==> src/design/rainbow_hue_led_encoder_unit_assert.svh <==
// assertion macros shared by the rainbow hue led encoder modules
// expects clk_i and rst_ni in the scope where a macro is used
`ifndef RAINBOW_HUE_LED_ENCODER_UNIT_ASSERT_SVH
`define RAINBOW_HUE_LED_ENCODER_UNIT_ASSERT_SVH

// property that must hold at every clock edge out of reset
`define RHLE_ASSERT(lbl, prop, msg) \
  lbl: assert property (@(posedge clk_i) disable iff (!rst_ni) (prop)) else $error(msg);

// property whose consequent is checked in the cycle after the antecedent
`define RHLE_ASSERT_NEXT(lbl, ante, cons, msg) \
  lbl: assert property (@(posedge clk_i) disable iff (!rst_ni) (ante) |=> (cons)) else $error(msg);

`endif

==> src/design/rhle_pkg.sv <==
// shared types and constants of the rainbow hue led encoder
// no dependencies
package rhle_pkg;

  localparam int DutyW  = 10;
  localparam int IdxW   = 8;
  localparam int ColorW = 24;
  localparam int SlotW  = 5;
  localparam int HueW   = 11;
  localparam int StepW  = 11;
  localparam int CfgAddrW = 2;
  localparam int CfgDataW = 11;

  localparam logic [HueW-1:0]  HueSpan  = 11'd1530;
  localparam logic [HueW:0]    HueSpan2 = 12'd3060;
  localparam logic [7:0]       RampMax  = 8'd255;
  localparam logic [SlotW-1:0] LastSlot = 5'd23;

  // register indexes on the config port
  localparam logic [CfgAddrW-1:0] CfgOneDuty  = 2'd0;
  localparam logic [CfgAddrW-1:0] CfgZeroDuty = 2'd1;
  localparam logic [CfgAddrW-1:0] CfgHueStep  = 2'd2;

  localparam logic [DutyW-1:0] OneDutyRst  = 10'd60;
  localparam logic [DutyW-1:0] ZeroDutyRst = 10'd30;
  localparam logic [StepW-1:0] HueStepRst  = 11'd8;

  // one led request after color resolution, color in g, r, b order
  typedef struct packed {
    logic [IdxW-1:0]   idx;
    logic [ColorW-1:0] grb;
  } rhle_item_t;

  typedef struct packed {
    logic [DutyW-1:0] one;
    logic [DutyW-1:0] zero;
  } rhle_duty_t;

endpackage

==> src/design/rhle_fifo.sv <==
// small flop based queue of resolved led requests between front and back
// depends on rhle_pkg
module rhle_fifo import rhle_pkg::*; #(
  parameter int Depth = 4
) (
  input  logic       clk_i,
  input  logic       rst_ni,
  input  logic       push_i,
  input  rhle_item_t data_i,
  output logic       full_o,
  input  logic       pop_i,
  output rhle_item_t data_o,
  output logic       empty_o
);

  localparam int PtrW = $clog2(Depth);
  localparam int CntW = $clog2(Depth + 1);
  localparam logic [PtrW-1:0] LastPtr = PtrW'(Depth - 1);
  localparam logic [CntW-1:0] FullCnt = CntW'(Depth);

  rhle_item_t      mem_q [Depth];
  logic [PtrW-1:0] wr_ptr_q, wr_ptr_d;
  logic [PtrW-1:0] rd_ptr_q, rd_ptr_d;
  logic [CntW-1:0] count_q, count_d;
  logic            do_push, do_pop;

  assign full_o  = (count_q == FullCnt);
  assign empty_o = (count_q == '0);
  assign data_o  = mem_q[rd_ptr_q];
  assign do_push = push_i && !full_o;
  assign do_pop  = pop_i && !empty_o;

  always_comb begin
    wr_ptr_d = wr_ptr_q;
    rd_ptr_d = rd_ptr_q;
    count_d  = count_q;
    if (do_push) begin
      wr_ptr_d = (wr_ptr_q == LastPtr) ? '0 : wr_ptr_q + 1'b1;
    end
    if (do_pop) begin
      rd_ptr_d = (rd_ptr_q == LastPtr) ? '0 : rd_ptr_q + 1'b1;
    end
    if (do_push && !do_pop) begin
      count_d = count_q + 1'b1;
    end else if (do_pop && !do_push) begin
      count_d = count_q - 1'b1;
    end
  end

  always_ff @(posedge clk_i or negedge rst_ni) begin
    if (!rst_ni) begin
      wr_ptr_q <= '0;
      rd_ptr_q <= '0;
      count_q  <= '0;
    end else begin
      wr_ptr_q <= wr_ptr_d;
      rd_ptr_q <= rd_ptr_d;
      count_q  <= count_d;
    end
  end

  always_ff @(posedge clk_i) begin
    if (do_push) begin
      mem_q[wr_ptr_q] <= data_i;
    end
  end

`include "rainbow_hue_led_encoder_unit_assert.svh"

  `RHLE_ASSERT(a_fifo_count_bound, count_q <= FullCnt, "fifo count above depth")
  `RHLE_ASSERT_NEXT(a_fifo_push_fills, do_push, !empty_o, "fifo empty after push")
  `RHLE_ASSERT_NEXT(a_fifo_pop_drains, do_pop && !do_push,
    count_q == $past(count_q) - 1'b1, "fifo count not reduced by pop")

endmodule

==> src/design/rhle_front.sv <==
// front end: takes led requests, drops out of range ones, resolves rainbow hue to color
// keeps the running hue offset; depends on rhle_pkg
module rhle_front import rhle_pkg::*; #(
  parameter int LedCount = 80
) (
  input  logic              clk_i,
  input  logic              rst_ni,
  input  logic              push_i,
  input  logic              mode_i,
  input  logic [IdxW-1:0]   led_index_i,
  input  logic [ColorW-1:0] rgb_color_i,
  output logic              full_o,
  input  logic [StepW-1:0]  hue_step_i,
  output logic              q_push_o,
  output rhle_item_t        q_item_o,
  input  logic              q_full_i
);

  localparam int ProdW      = 19;
  localparam int RecipShift = 27;
  localparam int RecipW     = 28;
  // idx*1530 stays below 2^19, so a 2^27 scaled reciprocal gives the exact quotient
  localparam logic [RecipW-1:0] Recip =
    RecipW'(((1 << RecipShift) + LedCount - 1) / LedCount);
  localparam logic [IdxW-1:0] LedCountW = IdxW'(LedCount);
  localparam logic [IdxW-1:0] LastIdx   = IdxW'(LedCount - 1);

  logic adv, accept;
  logic [HueW-1:0] offset_q, offset_d;
  logic [HueW:0]   off_sum;

  logic              va_q, vb_q, vc_q, vd_q;
  logic              mode_a_q, mode_b_q, mode_c_q, mode_d_q;
  logic [IdxW-1:0]   idx_a_q, idx_b_q, idx_c_q, idx_d_q;
  logic [ColorW-1:0] col_a_q, col_b_q, col_c_q, col_d_q;
  logic [HueW-1:0]   off_a_q, off_b_q, off_c_q;
  logic [ProdW-1:0]  prod_b_q;
  logic [HueW-1:0]   quot_c_q;
  logic [HueW-1:0]   hue_d_q, hue_d;
  logic [HueW:0]     hue_sum;
  logic [ProdW+RecipW-1:0] scaled;

  logic [HueW-1:0] ramp_base;
  logic [7:0]      ramp_v;
  logic [7:0]      r, g, b;

  // stall only when the last stage holds an item the queue cannot take
  assign adv      = !(vd_q && q_full_i);
  assign full_o   = !adv;
  assign accept   = push_i && adv;
  assign q_push_o = vd_q && !q_full_i;

  always_comb begin
    off_sum = {1'b0, offset_q} + {1'b0, hue_step_i};
    if (off_sum >= HueSpan2) begin
      off_sum = off_sum - HueSpan2;
    end else if (off_sum >= {1'b0, HueSpan}) begin
      off_sum = off_sum - {1'b0, HueSpan};
    end
    offset_d = offset_q;
    if (accept && mode_i && led_index_i == LastIdx) begin
      offset_d = off_sum[HueW-1:0];
    end
  end

  assign scaled  = (ProdW+RecipW)'(prod_b_q) * (ProdW+RecipW)'(Recip);
  assign hue_sum = {1'b0, quot_c_q} + {1'b0, off_c_q};
  assign hue_d   = (hue_sum >= {1'b0, HueSpan}) ? HueW'(hue_sum - {1'b0, HueSpan})
                                                : hue_sum[HueW-1:0];

  always_ff @(posedge clk_i or negedge rst_ni) begin
    if (!rst_ni) begin
      offset_q <= '0;
      va_q     <= 1'b0;
      vb_q     <= 1'b0;
      vc_q     <= 1'b0;
      vd_q     <= 1'b0;
    end else begin
      offset_q <= offset_d;
      if (adv) begin
        va_q <= push_i && (led_index_i < LedCountW);
        vb_q <= va_q;
        vc_q <= vb_q;
        vd_q <= vc_q;
      end
    end
  end

  always_ff @(posedge clk_i) begin
    if (adv) begin
      mode_a_q <= mode_i;
      idx_a_q  <= led_index_i;
      col_a_q  <= rgb_color_i;
      off_a_q  <= offset_q;

      mode_b_q <= mode_a_q;
      idx_b_q  <= idx_a_q;
      col_b_q  <= col_a_q;
      off_b_q  <= off_a_q;
      prod_b_q <= ProdW'(idx_a_q) * ProdW'(HueSpan);

      mode_c_q <= mode_b_q;
      idx_c_q  <= idx_b_q;
      col_c_q  <= col_b_q;
      off_c_q  <= off_b_q;
      quot_c_q <= HueW'(scaled >> RecipShift);

      mode_d_q <= mode_c_q;
      idx_d_q  <= idx_c_q;
      col_d_q  <= col_c_q;
      hue_d_q  <= hue_d;
    end
  end

  // hue wheel: six ramps of 255 steps
  always_comb begin
    if (hue_d_q < 11'd255) begin
      ramp_base = 11'd0;
    end else if (hue_d_q < 11'd510) begin
      ramp_base = 11'd255;
    end else if (hue_d_q < 11'd765) begin
      ramp_base = 11'd510;
    end else if (hue_d_q < 11'd1020) begin
      ramp_base = 11'd765;
    end else if (hue_d_q < 11'd1275) begin
      ramp_base = 11'd1020;
    end else begin
      ramp_base = 11'd1275;
    end
    ramp_v = 8'(hue_d_q - ramp_base);

    case (ramp_base)
      11'd0: begin
        r = RampMax; g = ramp_v; b = 8'd0;
      end
      11'd255: begin
        r = RampMax - ramp_v; g = RampMax; b = 8'd0;
      end
      11'd510: begin
        r = 8'd0; g = RampMax; b = ramp_v;
      end
      11'd765: begin
        r = 8'd0; g = RampMax - ramp_v; b = RampMax;
      end
      11'd1020: begin
        r = ramp_v; g = 8'd0; b = RampMax;
      end
      default: begin
        r = RampMax; g = 8'd0; b = RampMax - ramp_v;
      end
    endcase

    if (!mode_d_q) begin
      r = col_d_q[23:16];
      g = col_d_q[15:8];
      b = col_d_q[7:0];
    end
  end

  assign q_item_o.idx = idx_d_q;
  assign q_item_o.grb = {g, r, b};

`include "rainbow_hue_led_encoder_unit_assert.svh"

  `RHLE_ASSERT(a_front_offset_range, offset_q < HueSpan, "hue offset out of range")
  `RHLE_ASSERT(a_front_hue_range, !vd_q || hue_d_q < HueSpan, "hue out of range")
  `RHLE_ASSERT_NEXT(a_front_stall_holds, vd_q && q_full_i,
    vd_q && $stable(hue_d_q) && $stable(idx_d_q), "stalled request lost")

endmodule

==> src/design/rhle_back.sv <==
// back end: serializes one resolved color into 24 duty words, msb first, g r b
// depends on rhle_pkg
module rhle_back import rhle_pkg::*; (
  input  logic             clk_i,
  input  logic             rst_ni,
  input  logic             q_empty_i,
  input  rhle_item_t       q_item_i,
  output logic             q_pop_o,
  input  rhle_duty_t       duty_i,
  output logic             empty_o,
  input  logic             pop_i,
  output logic [DutyW-1:0] duty_o,
  output logic [IdxW-1:0]  out_index_o,
  output logic [SlotW-1:0] bit_slot_o,
  output logic             last_word_o
);

  logic                busy_q, busy_d;
  logic [SlotW-1:0]    slot_q, slot_d;
  logic [ColorW-1:0]   grb_q;
  logic [IdxW-1:0]     idx_q;
  logic                at_last, load;

  assign at_last = (slot_q == LastSlot);
  // refill on the pop of the last word so requests run back to back
  assign load    = !q_empty_i && (!busy_q || (pop_i && at_last));
  assign q_pop_o = load;

  always_comb begin
    busy_d = busy_q;
    slot_d = slot_q;
    if (load) begin
      busy_d = 1'b1;
      slot_d = '0;
    end else if (busy_q && pop_i) begin
      if (at_last) begin
        busy_d = 1'b0;
      end else begin
        slot_d = slot_q + 1'b1;
      end
    end
  end

  always_ff @(posedge clk_i or negedge rst_ni) begin
    if (!rst_ni) begin
      busy_q <= 1'b0;
      slot_q <= '0;
    end else begin
      busy_q <= busy_d;
      slot_q <= slot_d;
    end
  end

  always_ff @(posedge clk_i) begin
    if (load) begin
      grb_q <= q_item_i.grb;
      idx_q <= q_item_i.idx;
    end
  end

  assign empty_o     = !busy_q;
  assign duty_o      = grb_q[LastSlot - slot_q] ? duty_i.one : duty_i.zero;
  assign out_index_o = idx_q;
  assign bit_slot_o  = slot_q;
  assign last_word_o = at_last;

`include "rainbow_hue_led_encoder_unit_assert.svh"

  `RHLE_ASSERT(a_back_slot_range, !busy_q || slot_q <= LastSlot, "bit slot out of range")
  `RHLE_ASSERT_NEXT(a_back_step, busy_q && pop_i && !at_last,
    busy_q && slot_q == $past(slot_q) + 1'b1 && $stable(grb_q), "word sequence broken")
  `RHLE_ASSERT_NEXT(a_back_hold, busy_q && !pop_i,
    busy_q && $stable(slot_q) && $stable(idx_q), "waiting word changed")

endmodule

==> src/design/rainbow_hue_led_encoder_unit.sv <==
// rainbow hue led encoder: led request in, 24 pwm duty words out per led
// path: an accepted request passes front stages a to d, the queue and the serializer before its first word shows
// throughput: one word per cycle while pop is held, 24 words per led, from the serializer in the back end
// requests back to back; the front pipeline and queue run ahead while words drain
// reset clears the queue, the pipeline valids and the hue offset, and loads register defaults
// an index at or above the led count is taken and yields no words
module rainbow_hue_led_encoder_unit import rhle_pkg::*; #(
  parameter int LED_COUNT  = 80,
  parameter int FIFO_DEPTH = 4
) (
  input  logic                clk_i,
  input  logic                rst_ni,
  input  logic                cfg_we_i,
  input  logic [CfgAddrW-1:0] cfg_addr_i,
  input  logic [CfgDataW-1:0] cfg_wdata_i,
  input  logic                push,
  output logic                full,
  input  logic                mode_i,
  input  logic [IdxW-1:0]     led_index_i,
  input  logic [ColorW-1:0]   rgb_color_i,
  output logic                empty,
  input  logic                pop,
  output logic [DutyW-1:0]    duty_o,
  output logic [IdxW-1:0]     out_index_o,
  output logic [SlotW-1:0]    bit_slot_o,
  output logic                last_word_o
);

  rhle_duty_t       duty_q;
  logic [StepW-1:0] hue_step_q;

  logic       f_push, f_full, b_pop, b_empty;
  rhle_item_t f_item, b_item;

  always_ff @(posedge clk_i or negedge rst_ni) begin
    if (!rst_ni) begin
      duty_q.one  <= OneDutyRst;
      duty_q.zero <= ZeroDutyRst;
      hue_step_q  <= HueStepRst;
    end else if (cfg_we_i) begin
      case (cfg_addr_i)
        CfgOneDuty:  duty_q.one  <= cfg_wdata_i[DutyW-1:0];
        CfgZeroDuty: duty_q.zero <= cfg_wdata_i[DutyW-1:0];
        CfgHueStep:  hue_step_q  <= cfg_wdata_i[StepW-1:0];
        default: ;
      endcase
    end
  end

  rhle_front #(
    .LedCount(LED_COUNT)
  ) u_front (
    .clk_i       (clk_i),
    .rst_ni      (rst_ni),
    .push_i      (push),
    .mode_i      (mode_i),
    .led_index_i (led_index_i),
    .rgb_color_i (rgb_color_i),
    .full_o      (full),
    .hue_step_i  (hue_step_q),
    .q_push_o    (f_push),
    .q_item_o    (f_item),
    .q_full_i    (f_full)
  );

  rhle_fifo #(
    .Depth(FIFO_DEPTH)
  ) u_fifo (
    .clk_i   (clk_i),
    .rst_ni  (rst_ni),
    .push_i  (f_push),
    .data_i  (f_item),
    .full_o  (f_full),
    .pop_i   (b_pop),
    .data_o  (b_item),
    .empty_o (b_empty)
  );

  rhle_back u_back (
    .clk_i       (clk_i),
    .rst_ni      (rst_ni),
    .q_empty_i   (b_empty),
    .q_item_i    (b_item),
    .q_pop_o     (b_pop),
    .duty_i      (duty_q),
    .empty_o     (empty),
    .pop_i       (pop),
    .duty_o      (duty_o),
    .out_index_o (out_index_o),
    .bit_slot_o  (bit_slot_o),
    .last_word_o (last_word_o)
  );

endmodule

==> config.mk <==
export PLATFORM = sky130hd
export DESIGN_NAME = rainbow_hue_led_encoder_unit
export DESIGN_NICKNAME = d
export VERILOG_FILES = /design/src/design/rhle_pkg.sv /design/src/design/rhle_fifo.sv /design/src/design/rhle_front.sv /design/src/design/rhle_back.sv /design/src/design/rainbow_hue_led_encoder_unit.sv
export VERILOG_INCLUDE_DIRS = /design/src /design/src/design
export SDC_FILE = /design/constraint.sdc
export NUM_CORES = 1
export LEC_CHECK = 0
export ABC_AREA = 1
export CAP_MARGIN = 40
export CELL_PAD_IN_SITES_DETAIL_PLACEMENT = 1
export CELL_PAD_IN_SITES_GLOBAL_PLACEMENT = 1
export CORE_AREA = 2 2 269 271
export DETAILED_ROUTE_END_ITERATION = 10
export DIE_AREA = 0 0 271 273
export DONT_BUFFER_PORTS = 1
export GPL_TIMING_DRIVEN = 0
export PLACE_DENSITY_LB_ADDON = 0.2
export SYNTH_ARGS = -nofsm -noshare
export SYNTH_HDL_FRONTEND = slang
export SYNTH_SLANG_ARGS = --single-unit
export TNS_END_PERCENT = 50
==> constraint.sdc <==
create_clock -name clk_i -period 12.1 [get_ports clk_i]
set_input_delay 2.42 -clock clk_i [delete_from_list [all_inputs] [get_ports clk_i]]
set_output_delay 2.42 -clock clk_i [all_outputs]
set_load 0.03 [all_outputs]
-- Yosys cells after proc, flatten, opt, wreduce, memory -nomap -nowiden
Memory sizes are Yosys's and may differ from the RTL's. A register that Yosys moved wholly into a read port is not among the register bits.
Cells that the tools add are included.
- register bits after elaboration: 264
- memories: 1
- bits in writable memories: 128
- input port bits: 51
- memory list (memory ; words ; bits a word ; rd ports ; clocked after Yosys merged registers in ; write ports ; RTL line ; source):
    u_fifo.mem_q ; 4 ; 32 ; 1 ; 1 ; 1 ; rhle_fifo.sv:21 ; rhle_item_t mem_q [Depth];
- $lt $le $gt $ge: 10
- $mul: 2
- reductions and logical operators: 35
- multiplexer cells: 29
- equality and inequality tests: 12
- $add $sub $neg: 13
- operator list (operator ; number):
    2-to-1 mux 11 bit ; 8
    case mux 8 bit (3 select lines) ; 3
    multiplier 18 x 20 -> 36 bit, second input constant ; 1
    adder 11 x 11 -> 12 bit ; 2
    greater-or-equal comparator 12 x 11 -> 1 bit, second input constant ; 2
    2-to-1 mux 8 bit ; 3
    equality test 11 x 10 -> 1 bit, second input constant ; 2
    < comparator 11 x 10 -> 1 bit, second input constant ; 2
    subtractor 11 bit, second input constant ; 2
    multiplier 8 x 10 -> 18 bit, second input constant ; 1
    2-to-1 mux 5 bit ; 3
    logical AND 1 bit ; 13
    greater-or-equal comparator 12 bit, second input constant ; 1
    equality test 11 x 8 -> 1 bit, second input constant ; 1
    equality test 11 x 9 -> 1 bit, second input constant ; 1
    logical NOT 11 bit ; 1
    < comparator 11 bit, second input constant ; 1
    < comparator 11 x 8 -> 1 bit, second input constant ; 1
    < comparator 11 x 9 -> 1 bit, second input constant ; 1
    subtractor 11 x 10 -> 11 bit, second input constant ; 1
    2-to-1 mux 10 bit ; 1
    AND reduction 2 bit ; 5
    equality test 8 x 7 -> 1 bit, second input constant ; 1
    < comparator 8 x 7 -> 1 bit, second input constant ; 1
    23 further kinds ; 43

-- Logic depth before layout (Yosys ltp)
Gate-level depths: netlist (run 1).
- word-level depth: 10
- gate-level depth with buffers: 23

-- Modules after synthesis
Synthesis (run 1) repeated with hierarchy kept, for this count alone.
- cells, all modules: 2402
- area total of the unflattened synthesis: 25209.2 um^2
- modules (own cells, without submodules) (module ; cells each ; area an instance (um^2) ; sequential area each (um^2) ; instances):
    rhle_front ; 1654 ; 16623.4 ; 6471.2 ; 1
    rhle_fifo ; 434 ; 5494.0 ; 4018.9 ; 1
    rhle_back ; 174 ; 1761.7 ; 1111.1 ; 1
    rainbow_hue_led_encoder_unit ; 140 ; 1330.0 ; 787.0 ; 1

-- Least setup slack after synthesis (run 1)
OpenSTA, ideal clock, no wires.
- kind: flip-flop to output port
- start: reg u_fifo.count_q[0]
- end: out full
- slack: 2.284 ns
- required time: 9.680 ns
- buffers on the path: 0
- data arrival time: 7.396 ns
- stages on the path, launching flop included: 4
- cells stage by stage: dfrtp_1 -> nor2_1 -> nand3_1 -> inv_1
- longest elaborated chain between the ends: 2
- RTL lines (item ; RTL line ; source):
    start, declared ; rhle_fifo.sv:24 ; logic [CntW-1:0] count_q, count_d;
    start signal, assigned ; rhle_fifo.sv:58 ; count_q <= count_d;
    equality test 3 bit ; rhle_fifo.sv:27 ; assign full_o = (count_q == FullCnt);
    logical AND 1 bit ; rhle_front.sv:48 ; assign adv = !(vd_q && q_full_i);
    end, declared ; rainbow_hue_led_encoder_unit.sv:17 ; output logic full,
Every way passes these cells.

-- Worst setup path in the final report (run 1)
- start: reg u_back.slot_q[0], in the netlist u_back.bit_slot_o[0]
- end: out duty_o[1]
- longest elaborated chain between the ends: 4
- RTL lines (item ; RTL line ; source):
    start, declared ; rhle_back.sv:19 ; logic [SlotW-1:0] slot_q, slot_d;
    start signal, assigned ; rhle_back.sv:50 ; slot_q <= slot_d;
    subtractor 5 bit ; rhle_back.sv:62 ; assign duty_o = grb_q[LastSlot - slot_q] ? duty_i.one : duty_i.zero;
    binary-select mux 1 bit (select 5 bit) ; rhle_back.sv:62 ;
    2-to-1 mux 1 bit (not written as such) ; rhle_back.sv:62 ;
    2-to-1 mux 10 bit ; rhle_back.sv:62 ;
    end, declared ; rainbow_hue_led_encoder_unit.sv:23 ; output logic [DutyW-1:0] duty_o,
Every way passes these cells. The select of a mux whose other input is x is not followed.

==> results of run 1 <==
-- synth_stat cells (5+ instances only) --
cell type	instances	area share
nand2_2	23	0.0058
a21oi_1	91	0.018
nand4_1	15	0.0038
nor2_1	165	0.025
edfxtp_1	363	0.44
or2_2	6	0.0015
o211ai_1	11	0.0034
nand3_2	6	0.0024
ha_1	205	0.10
xnor2_1	15	0.0053
fa_1	123	0.10
clkbuf_1	32	0.0049
dfstp_2	9	0.0096
o221ai_1	5	0.0018
xor2_1	40	0.014
o22ai_1	36	0.0091
inv_1	391	0.060
nand2_1	361	0.055
nor2_2	5	0.0013
inv_2	15	0.0023
o21ai_0	184	0.037
a31oi_1	5	0.0013
dfrtp_1	50	0.051
nand3_1	67	0.014
nor3_1	12	0.0024
-- path summary, 6_finish.rpt --
| check | from | slack [ns] | to | cells after the start |
|---|---|---|---|---|
| max reg2reg | u_front.prod_b_q[4] | 6.29 | u_front.quot_c_q[4] | 16 |
| max in group asynchronous | rst_ni | 10.33 | duty_q[4] | 0 |
| max | u_back.bit_slot_o[0] | 6.10 | duty_o[1] | 13 |
| min reg2reg | u_front.col_c_q[4] | 0.42 | u_front.col_d_q[4] | 0 |
| min in group asynchronous | rst_ni | 1.53 | u_back.bit_slot_o[4] | 0 |
| min | u_front.col_c_q[4] | 0.42 | u_front.col_d_q[4] | 0 |
-- cell type report --
| class | instances | area share |
|---|---|---|
| timing repair buffer | 22 | 0.0101 |
| inverter | 406 | 0.0547 |
| tap | 950 | 0.0426 |
| multi-input combinational | 1431 | 0.381 |
| buffer | 38 | 0.00579 |
| clock inverter | 32 | 0.0158 |
| clock buffer | 58 | 0.0459 |
| sequential | 422 | 0.444 |
-- per-stage QoR --
step | instances | setup slack, ns | hold WS (ns) | utilization | setup TNS (ns)
2_1_floorplan | 2297 | 2.28 | 0.400 | - | 0
3_3_place_gp | 3247 | -0.961 | 0.401 | 0.364 | -0.961
3_5_place_dp | 3269 | 6.37 | 0.406 | 0.368 | 0
4_1_cts | 3359 | 6.02 | 0.415 | 0.393 | 0
5_1_grt | 3359 | 5.73 | 0.422 | 0.393 | 0
6_report | 3359 | 6.10 | 0.416 | 0.393 | 0
-- flip-flops by register name, indices dropped and copies added, names as in the netlist, 3 cells and up --
signal / flops
u_fifo.mem_q: 128
u_back.grb_q: 24
u_front.col_a_q: 24
u_front.col_b_q: 24
u_front.col_c_q: 24
u_front.col_d_q: 24
duty_q: 20
u_front.prod_b_q: 16
hue_step_q: 11
u_front.hue_d_q: 11
u_front.off_a_q: 11
u_front.off_b_q: 11
u_front.off_c_q: 11
u_front.offset_q: 11
u_front.quot_c_q: 11
u_back.out_index_o: 8
u_front.idx_a_q: 8
u_front.idx_b_q: 8
u_front.idx_c_q: 8
u_front.idx_d_q: 8
u_back.bit_slot_o: 5
u_fifo.count_q: 3
-- worst reg2reg max path: cells and delay by family, from the launching register on --
kind                       cells  cell delay [ns]
DFF                            1             0.50
AOI/OAI and AO/OA              4             1.10
buffers and inverters          4             0.23
xor gates and xnor gates       1             0.22
adders and majority gates      7             3.48
-- layer usage --
| metal | global-route usage | vias up | wire [microns] | part of all wire |
|---|---|---|---|---|
| li1 | - | 7824 | - | - |
| met1 | 0.211 | 7951 | 27300 | 0.45 |
| met2 | 0.294 | 193 | 29700 | 0.49 |
| met3 | 0.0213 | 81 | 1700 | 0.028 |
| met4 | 0.0448 | 0 | 1350 | 0.023 |
| met5 | 0 | - | 0 | 0 |
-- cells by family after synthesis --
| group | Yosys count | synth area share |
|---|---|---|
| AND/OR/NAND/NOR | 684 | 0.121 |
| buffers and inverters | 444 | 0.0684 |
| flip-flops | 422 | 0.503 |
| AO/OA/AOI/OAI | 360 | 0.0816 |
| adder cells (fa/ha/maj) | 328 | 0.204 |
| XOR/XNOR | 57 | 0.0209 |
| multiplexers | 2 | 0.000914 |
-- layout by cell type (no fill, tap or decap), types with 6 or more instances in the layout --
cell / instances
fa_1: 123
nand2_2: 23
nor2_4: 9
nor2_1: 160
ha_1: 205
nand2_1: 361
dfstp_2: 9
nand3_2: 6
xnor2_1: 15
dfrtp_1: 50
clkinv_2: 8
o211ai_1: 11
inv_2: 15
bufinv_16: 9
or2_2: 6
buf_2: 11
buf_12: 6
inv_1: 391
xor2_1: 40
edfxtp_1: 363
nor3_1: 12
clkbuf_16: 49
nand3_1: 66
o21ai_0: 184
o22ai_1: 36
nand4_1: 15
clkbuf_1: 39
a21oi_1: 91
==> flow_metrics.tcl, run 1 <==
set metrics [dict create \
    status "finished clean" \
    cp_num_buf_inv 6 \
    clk_path_buf_depth 3 \
    synth-seq-cells 422 \
    critPathRequiredTime_ns 9.68 \
    antenna_cells 0 \
    dieArea_sq_um 74000 \
    ys_types 58 \
    die_h_microns 273 \
    cts_tree "yes" \
    ant_nets 0 \
    hp-class "flop to flop" \
    synth_area_sq_um 24600 \
    critPathTopFamily "buffers and inverters" \
    skew_ns 0.0141 \
    drc_errors 0 \
    fill_cells 7788 \
    place_hpwl_microns 46900 \
    seq_area_frac_synth 0.503 \
    synthesis.instances 2297 \
    vias_per_cell 4.78 \
    core_sq_um 71000 \
    path_class "flop to output pin" \
    multi_input_area_sq_um 10600 \
    first_global_vias 17500 \
    avgSynthCellArea_sq_um 10.7 \
    start_util 0.347 \
    overflow 0 \
    cts.sinks 422 \
    max_cap_violations 0 \
    max_clock_freq_ghz 0.167 \
    ctsResizeCount 0 \
    start_kind "flop" \
    grtUsageTotal 0.165 \
    areaGrowthSynthToFinish_pct 13.2 \
    cts_root_buf "clkbuf_16" \
    cts_max_level 2 \
    num_vias 16000 \
    drt_wl_total_microns 60100 \
    ys_warn_count 0 \
    setup_violations 0 \
    rows 98 \
    first_pass_iters 5 \
    finalCritPeriodShare 0.496 \
    cts_buffers 48 \
    slowest_stage "dfrtp_1" \
    crit_fanout 10 \
    layout-drive-gt1-share 0.0843 \
    drv_slew 0 \
    async_flop_share 0.140 \
    wl_per_cell_microns 17.9 \
    stdcell_area_sq_um 27900 \
    clk_pin_slew_ns 0.06 \
    drt_first_iter_violations 714 \
    ios 77 \
    grt_pass1_wl_microns 96100 \
    antenna_found_initial 1 \
    syn-num-nets 2676 \
    hold_viol 0 \
    place_area_sq_um 26200 \
    cts_hold_buf 0 \
    routabilityCongestion 0.838 \
    tightest_slew_ns 0.888 \
    clkLatencyLatePin_ns 0.59 \
    ff_latch_area_sq_um 12400 \
    slowest_delay_ns 0.57 \
    relSlewSlack 0.402 \
    grt_start_max_net_pins 60 \
    port_buffers 0 \
    finalCriticalPeriod_ns 6.00 \
    final_nets 2748 \
    die_w_microns 271 \
    synthFlopType "edfxtp_1" \
    postCtsSetupRepairBufs 0 \
    rsz0062_at_grt "false" \
    crit_arrival_ns 3.58 \
    synth_edf_count 363 \
    end_kind "output pin" \
    path_cells "inv_1, buf_2, o21ai_0, o221ai_1, nand3_1, nand2_1, inv_1, o21ai_0, buf_2, clkbuf_1, nand2_1, o21ai_0, buf_2" \
]
Power of run 1 is not shown: default switching activity piles up to over one toggle a cycle in this logic, so the estimate is an artifact.
==> run 2: changes to the inputs <==
- clock period: 12.1 -> 6.1 ns (I/O delays scaled with it)
==> flow_metrics.tcl, run 2 (synthesis gave the netlist of run 1 again) <==
set metrics [dict create \
    skew_ns 0.0241 \
    largest_reg_flops 128 \
    max_cap_violations 0 \
    grt_start_max_net_pins 62 \
    grt_pass1_wl_microns 97700 \
    dieArea_sq_um 74000 \
    num_vias 16200 \
    r2r_end "u_front.quot_c_q[4]" \
    ff2ff_path_depth 16 \
    layout-drive-gt1-share 0.0843 \
    layout_commonest_cell "inv_1" \
    wl_per_cell_microns 18.2 \
    finalCritPeriodShare 0.941 \
    die_w_microns 271 \
    first_pass_iters 5 \
    critPathRequiredTime_ns 6.41 \
    finalCriticalPeriod_ns 5.74 \
    status "finished clean" \
    final_nets 2748 \
    drt_first_iter_violations 728 \
    cts_root_buf "clkbuf_16" \
    rows 98 \
    port_buffers 0 \
    ant_nets 0 \
    hp-class "input port to async pin" \
    r2r_setup_slack_ns 0.36 \
    layout.cells.non_filler 3360 \
    die_h_microns 273 \
    final_cell_mix "inv_1 (391), edfxtp_1 (363), nand2_1 (361)" \
    start_util 0.347 \
    fill_cells 7810 \
    antenna_found_initial 1 \
    routabilityCongestion 0.839 \
    vias_per_cell 4.82 \
    crit_fanout 5 \
    cts.sinks 422 \
    timing.rr.start "u_front.prod_b_q[4]" \
    drt_wl_total_microns 61100 \
    tightest_slew_ns 0.860 \
    cts_tree "yes" \
    path_class "flop to flop" \
    core_sq_um 71000 \
    place_hpwl_microns 46800 \
    max_clock_freq_ghz 0.174 \
    rsz0062_at_grt "false" \
    overflow 0 \
    drc_errors 0 \
    dp.cells 3269 \
    hold_viol 0 \
    end_kind "flop" \
    clkLatencyLatePin_ns 0.61 \
    drv_slew 0 \
    first_global_vias 17700 \
    start_kind "flop" \
    clk_path_buf_depth 3 \
    areaGrowthSynthToFinish_pct 13.2 \
    grtUsageTotal 0.168 \
    crit_arrival_ns 6.06 \
    cts_max_level 2 \
    postCtsSetupRepairBufs 0 \
    cts_buffers 48 \
    setup_violations 0 \
    clk_pin_slew_ns 0.06 \
    relSlewSlack 0.420 \
    top_register "u_fifo.mem_q" \
    ios 77 \
]
==> run 2: final cells by class <==
cell class | count | area [sq um] | area share
Tap cell | 950 | 1190 | 0.0426
Clock buffer | 54 | 1250 | 0.0449
Clock inverter | 36 | 494 | 0.0177
Sequential cell | 422 | 12400 | 0.444
Buffer | 38 | 161 | 0.00579
Multi-Input combinational cell | 1431 | 10600 | 0.381
Timing Repair Buffer | 22 | 270 | 0.00969
Inverter | 406 | 1520 | 0.0546
Antenna cell | 1 | 2.50 | 0.0000897
==> run 2: metrics by stage <==
stage / utilization / area (sq um) / TNS [ns] / setup slack [ns] / hold slack [ns]
3_5_place_dp: 0.368 / 26100 / 0 / 0.360 / 0.405
5_1_grt: 0.393 / 27900 / 0 / 0.0938 / 0.287
6_report: 0.393 / 27900 / 0 / 0.358 / 0.316
2_1_floorplan: - / 24600 / 0 / 0.178 / 0.400
4_1_cts: 0.393 / 27900 / 0 / 0.310 / 0.276
3_3_place_gp: 0.364 / 25800 / -93.78 / -1.74 / 0.401
==> run 2: critical path, cell delays in order (launching register included) <==
cell       delay (ns)
edfxtp_1         0.50
ha_1             0.35
inv_1            0.06
fa_1             0.60
fa_1             0.50
fa_1             0.59
inv_1            0.07
fa_1             0.53
inv_1            0.05
fa_1             0.55
inv_1            0.05
ha_1             0.36
a21oi_1          0.31
o21bai_1         0.14
a2111oi_1        0.38
o31ai_1          0.20
xor2_1           0.21
==> run 2: worst max-delay path by stage <==
stage | from | end | slack [ns] | depth (start not counted)
after detailed placement | u_front.prod_b_q[4] | u_front.quot_c_q[4] | 0.36 | 16
after CTS | u_front.prod_b_q[4] | u_front.quot_c_q[4] | 0.31 | 16
after floorplan | u_fifo.count_q[0] | full | 0.18 | 3
after global routing | u_front.prod_b_q[4] | u_front.quot_c_q[4] | 0.09 | 16
final | u_front.prod_b_q[4] | u_front.quot_c_q[4] | 0.36 | 16
after global placement | u_fifo.count_q[0] | full | -1.74 | 3
==> run 2: metal layers <==
metal / global-route usage / vias to the layer above / share of wire / wire (microns)
li1: - / 7816 / - / -
met1: 0.217 / 8089 / 0.46 / 28000
met4: 0.0445 / 0 / 0.021 / 1260
met3: 0.0238 / 79 / 0.031 / 1920
met5: 0 / - / 0 / 0
met2: 0.295 / 200 / 0.49 / 30000
==> run 2: repair_timing <==
item,4_1_cts,5_1_grt
resized for setup,0,1
setup endpoints to repair,0,1
hold endpoints to repair,0,0
hold buffers,0,0
Power of run 2 is left out for the same reason.
==> run 3: changes to the inputs <==
- ABC_AREA: 1 -> not set
- CORE_AREA: 2 2 269 271 -> 2 2 261 263
- DIE_AREA: 0 0 271 273 -> 0 0 263 265
==> flow_metrics.tcl, run 3 <==
set metrics [dict create \
    fill_cells 6872 \
    crit_arrival_ns 6.23 \
    synth_top_family_by_area "adder cells" \
    path_class "flop to flop" \
    cts_root_buf "clkbuf_16" \
    cts.sinks 422 \
    dieArea_sq_um 69700 \
    ys_types 80 \
    synth_simple_gate_area_frac 0.0474 \
    finalCritPeriodShare 0.968 \
    max_clock_freq_ghz 0.169 \
    syn-num-nets 2036 \
    num_vias 12700 \
    finalCriticalPeriod_ns 5.90 \
    synth_edf_count 363 \
    port_buffers 0 \
    final_nets 2128 \
    crit_path_frequent_cell "inv_1" \
    status "finished clean" \
    slowest_stage "fa_2" \
    critPathTopFamily "adder cells" \
    ff_latch_area_sq_um 12400 \
    synth-seq-cells 422 \
    vias_per_cell 4.76 \
    synth_compound_area_frac 0.0618 \
    first_pass_iters 5 \
    largest_reg_flops 128 \
    first_global_vias 13900 \
    cts_tree "yes" \
    seq_area_frac_synth 0.533 \
    synthesis.instances 1657 \
    grt_start_max_net_pins 113 \
    top_register "u_fifo.mem_q" \
    cts_hold_buf 0 \
    wl_per_cell_microns 18.7 \
    antenna_found_initial 4 \
    end_kind "flop" \
    dpl_worst_slack_ns -0.450 \
    hold_viol 0 \
    core_sq_um 66800 \
    stdcell_area_sq_um 26800 \
    clkLatencyLatePin_ns 0.58 \
    clk_pin_slew_ns 0.05 \
    ys_warn_count 0 \
    areaGrowthSynthToFinish_pct 15.1 \
    ant_nets 0 \
    drt_first_iter_violations 528 \
    routabilityCongestion 0.811 \
    yosysMostFrequentCell "edfxtp_1" \
    synthFlopType "edfxtp_1" \
    relSlewSlack 0.445 \
    rows 95 \
    place_hpwl_microns 37200 \
    avgSynthCellArea_sq_um 14.0 \
    multi_input_area_sq_um 9990 \
    tightest_slew_ns 0.826 \
    cp_num_buf_inv 4 \
    drt_wl_total_microns 49600 \
    layout_commonest_cell "edfxtp_1" \
    path_cells "ha_4, inv_1, fa_2, fa_2, inv_1, fa_1, inv_1, fa_1, fa_1, inv_1, ha_4, and4_4, a221oi_4, nor2_1, or3_4, o211a_4, a311oi_4, o21bai_1, xnor2_1" \
    hp-class "input port to async pin" \
    skew_ns 0.0156 \
    die_h_microns 265 \
    synth_area_leaders "edfxtp_1 (47%), ha_1 (11%), fa_1 (11%)" \
    setup_ws_ns 0.195 \
    drv_slew 0 \
    place_area_sq_um 24600 \
    clk_path_buf_depth 3 \
    crit_fanout 3 \
    ios 77 \
    layout-drive-gt1-share 0.167 \
    critPathRequiredTime_ns 6.42 \
    slowest_delay_ns 0.58 \
    cts_buffers 48 \
    grtUsageTotal 0.145 \
    yosys.area_share.adder 0.216 \
    synth_xor_area_frac 0.0244 \
    grt_pass1_wl_microns 78900 \
    async_flop_share 0.140 \
    cts_max_level 2 \
    die_w_microns 263 \
    start_util 0.348 \
    setup_violations 0 \
    synth_area_sq_um 23300 \
    drc_errors 0 \
    synth_top_area_cell "edfxtp_1" \
    start_kind "flop" \
    synth_top_area_frac 0.469 \
    synth_common_cells "edfxtp_1 (363), inv_1 (285), ha_1 (205)" \
    final_cell_mix "edfxtp_1 (363), inv_1 (276), ha_1 (188)" \
    overflow 0 \
    synth.area.mux_share 0.0666 \
    max_cap_violations 0 \
]
[run 3: cell count changes in the layout (fill, tap and decap cells not counted), sizes merged, moves of 43 or more]
cell,previous run,this run
nand2,388,48
o21ai,186,52
inv,409,290
nor2,174,68
nand3,75,10
mux2,2,49
a21oi,94,51
[run 3: layout make-up]
class                   instances  share of cell area
flip-flops and latches        422               0.463
multi-input cells             921               0.373
clock buffers                  55              0.0466
well taps                     873              0.0408
inverters                     286              0.0404
repair buffers                 42              0.0171
clock inverters                32              0.0155
plain buffers                  28             0.00430
diodes                          1           0.0000934
[run 3: routing by layer]
metal | share of wire | wire length [microns] | GRT usage | up-vias
li1 | - | - | - | 6066
met1 | 0.46 | 22700 | 0.189 | 6375
met2 | 0.48 | 24000 | 0.248 | 166
met3 | 0.041 | 2020 | 0.0277 | 61
met4 | 0.019 | 925 | 0.0364 | 2
met5 | 0.00026 | 13 | 0 | -
[run 3: worst paths after layout]
path	from	endpoint	slack, ns	depth (start not counted)
worst max-delay path	u_front.prod_b_q[5]	u_front.quot_c_q[10]	0.20	19
worst min-delay path	rst_ni	u_back.busy_q	0.34	0
worst max register to register	u_front.prod_b_q[5]	u_front.quot_c_q[10]	0.20	19
worst min register to register	u_front.col_c_q[6]	u_front.col_d_q[6]	0.41	0
max in group asynchronous	rst_ni	duty_q[1]	5.48	0
min in group clk_i	u_front.col_c_q[6]	u_front.col_d_q[6]	0.41	0
[run 3: kinds of logic after synthesis]
group | after synthesis
AO/OA/AOI/OAI | 208
XOR/XNOR | 63
adder cells (fa/ha/maj) | 328
buffers and inverters | 314
flip-flops | 422
multiplexers | 100
AND/OR/NAND/NOR | 222
[run 3: repair_timing]
action,in CTS,in global routing
setup buffers,6,22
hold endpoints to repair,0,0
pin swaps,1,38
cloned,0,0
gates resized for setup,12,35
endpoints found under the setup margin,7,5
[run 3: through the flow]
stage               setup TNS, ns   util  hold slack [ns]  instances
global route             -0.00893  0.401            0.297       2659
finish                          0  0.401            0.339       2660
floorplan                       0      -            0.400       1657
detailed placement          -1.31  0.369            0.406       2544
CTS                             0  0.395            0.287       2637
global placement          -283.66  0.365            0.402       2530
Power of run 3 is left out for the same reason.
